--- config.mk ---
export PLATFORM = sky130hd
export DESIGN_NAME = scaled_four_digit_segment_scanner
export DESIGN_NICKNAME = d
export VERILOG_FILES = /design/src/hw/rtl/sfds_pkg.sv /design/src/hw/rtl/sfds_digit_store.sv /design/src/hw/rtl/sfds_scan.sv /design/src/hw/rtl/scaled_four_digit_segment_scanner.sv
export SDC_FILE = /design/constraint.sdc
export NUM_CORES = 1
export LEC_CHECK = 0
export ABC_AREA = 1
export ABC_CLOCK_PERIOD_IN_PS = 1650
export BUFFER_PORTS_ARGS = -buffer_cell sky130_fd_sc_hd__buf_2
export CAP_MARGIN = 20
export CORE_MARGIN = 5
export CORE_UTILIZATION = 35
export DETAILED_ROUTE_END_ITERATION = 8
export PLACE_DENSITY = 0.54
export SYNTH_ARGS = -nofsm -noshare
export SYNTH_HDL_FRONTEND = slang
export SYNTH_SLANG_ARGS = --single-unit
--- constraint.sdc ---
create_clock -name clk -period 1.65 [get_ports clk]
set_input_delay 0.2475 -clock clk [delete_from_list [all_inputs] [get_ports clk]]
set_output_delay 0.2475 -clock clk [all_outputs]
set_load 0.01 [all_outputs]
--- src/hw/rtl/sfds_pkg.sv ---
// types, constants and table builders for the segment scanner
`timescale 1ns / 1ps

package sfds_pkg;

  localparam int unsigned DIGITS        = 4;
  localparam int unsigned DIGIT_W       = 4;
  localparam int unsigned ENTRY_W       = DIGITS * DIGIT_W;
  localparam int unsigned SAMPLE_LEVELS = 256;
  localparam int unsigned LUT_W         = SAMPLE_LEVELS * ENTRY_W;
  localparam int unsigned ADC_MAX       = 255;
  localparam int unsigned VALUE_MAX     = 9999;

  localparam logic [2:0] PHASE_BLANK = 3'd0;
  localparam logic [2:0] PHASE_LAST  = 3'd4;

  localparam logic [1:0] POS_TENS    = 2'd1;

  localparam logic [7:0] SEG_BLANK   = 8'hFF;
  localparam logic [7:0] DP_MASK     = 8'h7F;
  localparam logic [3:0] ENABLES_OFF = 4'hF;

  typedef enum logic [0:0] {
    OP_SAMPLE = 1'b0,
    OP_TICK   = 1'b1
  } op_t;

  typedef struct packed {
    op_t        op;
    logic [7:0] sample;
  } in_item_t;

  typedef struct packed {
    logic [7:0] segments;
    logic [3:0] digit_enables;
  } out_item_t;

  // index 0 units .. index 3 thousands
  typedef logic [DIGITS-1:0][DIGIT_W-1:0] digits_t;

  typedef struct packed {
    logic sample_we;
    logic tick;
  } ctrl_t;

  // active-low seven-segment code, blank for anything above nine
  function automatic logic [7:0] seg_code(input logic [DIGIT_W-1:0] d);
    logic [7:0] code;
    unique case (d)
      4'd0:    code = 8'hC0;
      4'd1:    code = 8'hF9;
      4'd2:    code = 8'hA4;
      4'd3:    code = 8'hB0;
      4'd4:    code = 8'h99;
      4'd5:    code = 8'h92;
      4'd6:    code = 8'h82;
      4'd7:    code = 8'hF8;
      4'd8:    code = 8'h80;
      4'd9:    code = 8'h90;
      default: code = SEG_BLANK;
    endcase
    return code;
  endfunction

  // scaled decimal digits for every converter code, evaluated at elaboration
  function automatic logic [LUT_W-1:0] build_scale_lut(input int unsigned full_scale);
    logic [LUT_W-1:0] lut;
    int unsigned      y;
    lut = '0;
    for (int unsigned s = 0; s < SAMPLE_LEVELS; s++) begin
      y = (s * full_scale) / ADC_MAX;
      if (y > full_scale) y = full_scale;
      if (y > VALUE_MAX) y = VALUE_MAX;
      lut[s*ENTRY_W +: ENTRY_W] = {4'(y / 1000), 4'((y / 100) % 10),
                                   4'((y / 10) % 10), 4'(y % 10)};
    end
    return lut;
  endfunction

endpackage

--- src/hw/rtl/sfds_digit_store.sv ---
// scaled sample lookup and four-digit store
`timescale 1ns / 1ps

module sfds_digit_store
  import sfds_pkg::*;
#(
  parameter int unsigned FULL_SCALE = 1000
) (
  input  logic       clk,
  input  logic       rst_n,
  input  ctrl_t      ctrl,
  input  logic [7:0] sample,
  output digits_t    digits
);

  localparam logic [LUT_W-1:0] SCALE_LUT = build_scale_lut(FULL_SCALE);

  digits_t digits_r;
  digits_t digits_nxt;

  always_comb begin
    digits_nxt = digits_r;
    if (ctrl.sample_we) begin
      digits_nxt = digits_t'(SCALE_LUT[{sample, 4'b0000} +: ENTRY_W]);
    end
  end

  always_ff @(posedge clk) begin
    if (!rst_n) begin
      digits_r <= '0;
    end else begin
      digits_r <= digits_nxt;
    end
  end

  assign digits = digits_r;

endmodule

--- src/hw/rtl/sfds_scan.sv ---
// scan phase counter and segment / enable encoder
`timescale 1ns / 1ps

module sfds_scan
  import sfds_pkg::*;
(
  input  logic      clk,
  input  logic      rst_n,
  input  ctrl_t     ctrl,
  input  digits_t   digits,
  output out_item_t result
);

  logic [2:0] phase_r;
  logic [2:0] phase_nxt;
  logic [7:0] last_seg_r;
  logic [7:0] last_seg_nxt;
  logic [1:0] pos;
  logic [7:0] seg;
  logic [3:0] enables_on;

  always_comb begin
    phase_nxt = (phase_r >= PHASE_LAST) ? PHASE_BLANK : phase_r + 3'd1;
    // phase 1..4 maps to position 0..3
    pos = phase_nxt[1:0] - 2'd1;
    seg = seg_code(digits[pos]);
    if (pos == POS_TENS) begin
      seg = seg & DP_MASK;
    end
    enables_on      = ENABLES_OFF;
    enables_on[pos] = 1'b0;

    if (phase_nxt == PHASE_BLANK) begin
      last_seg_nxt         = last_seg_r;
      result.segments      = last_seg_r;
      result.digit_enables = ENABLES_OFF;
    end else begin
      last_seg_nxt         = seg;
      result.segments      = seg;
      result.digit_enables = enables_on;
    end
  end

  always_ff @(posedge clk) begin
    if (!rst_n) begin
      phase_r    <= PHASE_BLANK;
      last_seg_r <= SEG_BLANK;
    end else if (ctrl.tick) begin
      phase_r    <= phase_nxt;
      last_seg_r <= last_seg_nxt;
    end
  end

endmodule

--- src/hw/rtl/scaled_four_digit_segment_scanner.sv ---
// top level of the scaled four-digit seven-segment scanner
`timescale 1ns / 1ps
// throughput: one request per cycle while the result is not stalled, samples and ticks in any mix
// a tick's result sits in the output register in the cycle after acceptance
// a sample gives no result; its digits are seen by a tick in the very next cycle
// the sample lookup is a 256-entry scaling table built at elaboration
// reset: phase 0, digits all zero, last segments all off, output empty

module scaled_four_digit_segment_scanner
  import sfds_pkg::*;
#(
  parameter int unsigned FULL_SCALE = 1000
) (
  input  logic      clk,
  input  logic      rst_n,
  input  logic      in_valid,
  output logic      in_ready,
  input  in_item_t  in_data,
  output logic      out_valid,
  input  logic      out_ready,
  output out_item_t out_data
);

  ctrl_t     ctrl;
  digits_t   digits;
  out_item_t scan_result;

  logic      in_fire;
  logic      out_valid_r;
  logic      out_valid_nxt;
  out_item_t out_data_r;
  out_item_t out_data_nxt;

  // output register parts the two sides: take a request whenever the slot frees
  assign in_ready = !out_valid_r || out_ready;
  assign in_fire  = in_valid && in_ready;

  // decode the request kind into strobes for the store and the scanner
  always_comb begin
    ctrl.sample_we = in_fire && (in_data.op == OP_SAMPLE);
    ctrl.tick      = in_fire && (in_data.op == OP_TICK);
  end

  // sample path: table lookup straight into the digit store
  sfds_digit_store #(
    .FULL_SCALE (FULL_SCALE)
  ) u_store (
    .clk    (clk),
    .rst_n  (rst_n),
    .ctrl   (ctrl),
    .sample (in_data.sample),
    .digits (digits)
  );

  // tick path: advance phase and encode the selected digit
  sfds_scan u_scan (
    .clk    (clk),
    .rst_n  (rst_n),
    .ctrl   (ctrl),
    .digits (digits),
    .result (scan_result)
  );

  // result register, loaded only by ticks
  always_comb begin
    out_valid_nxt = out_valid_r;
    out_data_nxt  = out_data_r;
    if (ctrl.tick) begin
      out_valid_nxt = 1'b1;
      out_data_nxt  = scan_result;
    end else if (out_ready) begin
      out_valid_nxt = 1'b0;
    end
  end

  always_ff @(posedge clk) begin
    if (!rst_n) begin
      out_valid_r <= 1'b0;
    end else begin
      out_valid_r <= out_valid_nxt;
    end
  end

  // payload needs no reset
  always_ff @(posedge clk) begin
    out_data_r <= out_data_nxt;
  end

  assign out_valid = out_valid_r;
  assign out_data  = out_data_r;

endmodule

==> run metrics <==
critical path launch point u_scan.phase_r[2]; most frequent cells in the layout 241 x nand2_1, 103 x buf_4, 84 x nand3_1, 63 x nor2_1, 44 x inv_1; drt drc 0; fin crit share 1.03; TritonCTS clock tree built; cell count after placement between 900 and 1k; crit path kind reg2reg; setup violators final 6; Worst Path Required 1.69 ns; cell family with the largest share of critical-path delay simple AND/OR/NAND/NOR gates; # fillers 1096; crit path max fanout 6; initial drt markers 470; final wirelength 13.7 mm; crit path launch type flop; Congestion Overflow GR 0; Final min period 1.70 ns; largest net degree at the start of global routing 20; Max-Cap Viols 0; WL/cell 14.8 um; first-pass GRT wire length about 22 mm; crit path to out_data[9]; Clock Sink Count 37; CP Capture Type flop; most common cell after layout, fill and taps aside nand2_1; Diodes inserted 0; sequential-to-total area share from yosys stat 0.225; clk slew on worst S/H paths roughly 0.07 ns; vias in the first global route 4470; Post-synth EDFFs 12; mux contribution to synthesized area 0; Horiz. Die Dim 115 um; Routed Antenna Nets 0; routability cong. just over 0.9; fin util 0.471; power density over the cells 627 mW/mm2; Mean Syn Cell Area 5.75 um2; clk_lat worst skew 0.29 ns; TritonCTS Buffers 5; uppermost layer routed met4; r2r setup slk -0.05 ns; post-synthesis compound-gate area fraction 0.137; Simple-Gate Fraction of Synth Area 0.491; Post-Layout Cell Count 921; RR Startpoint u_scan.phase_r[2]; buffers and inverters on the worst path 2; syn_nets between 600 and 700; P&R area growth vs syn 32.8%; RR Endpoint out_data[9]; IO Port Bufs 26; Max-slew headroom 0.651; Pre-Repair DR Iteration Count 5; via count 4715; CP Data Arrival Time 1.74 ns; synthesized flop and latch total 37; slowest cell delay on critical path 0.39 ns; Syn Inst Count 665; fraction of layout instances using a drive strength above 1 0.269; Top FF cell, synth dfxtp_1; XOR/XNOR share of the synthesized area 0.00425; Boundary Pins 27; RSZ-0062 raised after global routing yes; adder and majority gate portion of the synthesized area 0.0294; cts hold-fix bufs 0; root buf cell clkbuf_8; Synth cell types 38; HP Start out_ready; Synth Warn # 0; Core Area 0.0108 mm2; area of the mapped netlist between 0.003 and 0.004 mm2; Max Transition Viols Final 0; Final Hold Fails 0; DIE AREA 0.0131 mm2; Final nets 802; initial antenna violation count 0; dpl hpwl 10.7 mm; met3 WL post-DR 780 um; Layout Skew roughly 0.010 ns; P_leak 2.57 nW; class of the worst hold path in2reg; Crit-path slowest cell dfxtp_4; cell count along the critical path 11; largest family of logic cells by synthesized area simple AND/OR/NAND/NOR gates; worst slew pin tran 0.522 ns; DIE HEIGHT 115 um; row count 38; fmax 589 MHz; final setup margin -0.0487 ns; worst slack, placed -0.232 ns; met2 wire length 6.47 mm; Register-to-Register Path Depth 11; Via density around 5.1; Metal-1 WL 6.18 mm; Setup TNS Final -0.152 ns; ys async rst share 0; GRT Resource Usage Total 0.208; failing checks setup timing; crit-path cells nor2_4 -> buf_6 -> buf_6 -> nand3_2 -> nand2_2 -> nor2_4 -> nand2_4 -> nand2_4 -> o211ai_1 -> nand2_1 -> nand2_1; Max VDD drop 487 uV; status finished, violations left; htree depth 2; Bufs on Longest Clock Path 2; Initial Util 0.354
layout make-up:
class,instances,area (um2),area share
Clock buffer,8,111,0.0219
Sequential cell,37,870,0.171
Timing Repair Buffer,136,1020,0.200
Tap cell,140,175,0.0345
Multi-Input combinational cell,538,2660,0.524
Inverter,62,245,0.0483
worst min-delay path, cell delays in order:
cell     delay (ns)
buf_2          0.08
nor2_1         0.04
o21ai_0        0.14
inv_1          0.04
sequential cells by signal, indices dropped and copies added, names as in the netlist:
register / count
out_data: 12
out_valid: 1
u_scan.last_seg_r: 8
u_scan.phase_r: 3
u_store.digits: 13
where the power goes:
group | internal [mW] | switching (mW)
registers | 1.02 | 0.0364
clock network | 0.432 | 0.318
logic | 0.565 | 0.812
metrics by stage:
stage	instance area, um2	hold slack (ns)	power [mW]
finish	5080	0.298	3.19
global route	5080	0.295	3.40
CTS	4980	0.298	3.14
global placement	4790	0.449	2.35
detailed placement	4790	0.454	2.34
floorplan	3830	0.396	1.87
cells by family after synthesis:
| family | Yosys count |
|---|---|
| simple gates | 433 |
| compound gates | 95 |
| buf+inv | 90 |
| flops | 37 |
| fa+ha+maj | 9 |
| xor+xnor | 1 |
routing by layer:
metal	vias to the layer above	GRT usage
met5	-	0
met4	0	0.0578
met3	22	0.0238
met2	166	0.346
met1	2138	0.284
li1	2389	-
cell usage after synthesis, types with 5 or more instances:
cell type	number	share of area
buf_4	5	0.0098
nand3_1	88	0.12
nand4_1	7	0.011
dfxtp_1	25	0.13
o21ai_0	28	0.037
edfxtp_1	12	0.094
ha_1	9	0.029
inv_1	50	0.049
a31oi_1	5	0.0082
o211ai_1	7	0.014
nand2_1	248	0.24
buf_6	5	0.015
buf_2	12	0.016
nand2_2	8	0.013
nor2_2	5	0.0082
nor2_1	65	0.064
inv_2	8	0.0079
o21ai_1	8	0.010
a21oi_1	40	0.052
repair_timing:
action,in CTS,in global routing
pin swaps,6,11
setup buffers,2,0
hold endpoints to repair,0,0
setup endpoints to repair,8,24
gates resized for setup,16,25
worst min path at each step:
| stage | endpoint | slack, ns | cells past startpoint |
|---|---|---|---|
| detailed placement | u_scan.last_seg_r[3] | 0.45 | 2 |
| global route | u_scan.last_seg_r[7] | 0.29 | 2 |
| floorplan | u_store.digits[8] | 0.40 | 2 |
| finish | out_valid | 0.30 | 4 |
| CTS | out_valid | 0.30 | 4 |
| global placement | u_scan.last_seg_r[4] | 0.45 | 2 |
Power figures use the tool's default switching activity.
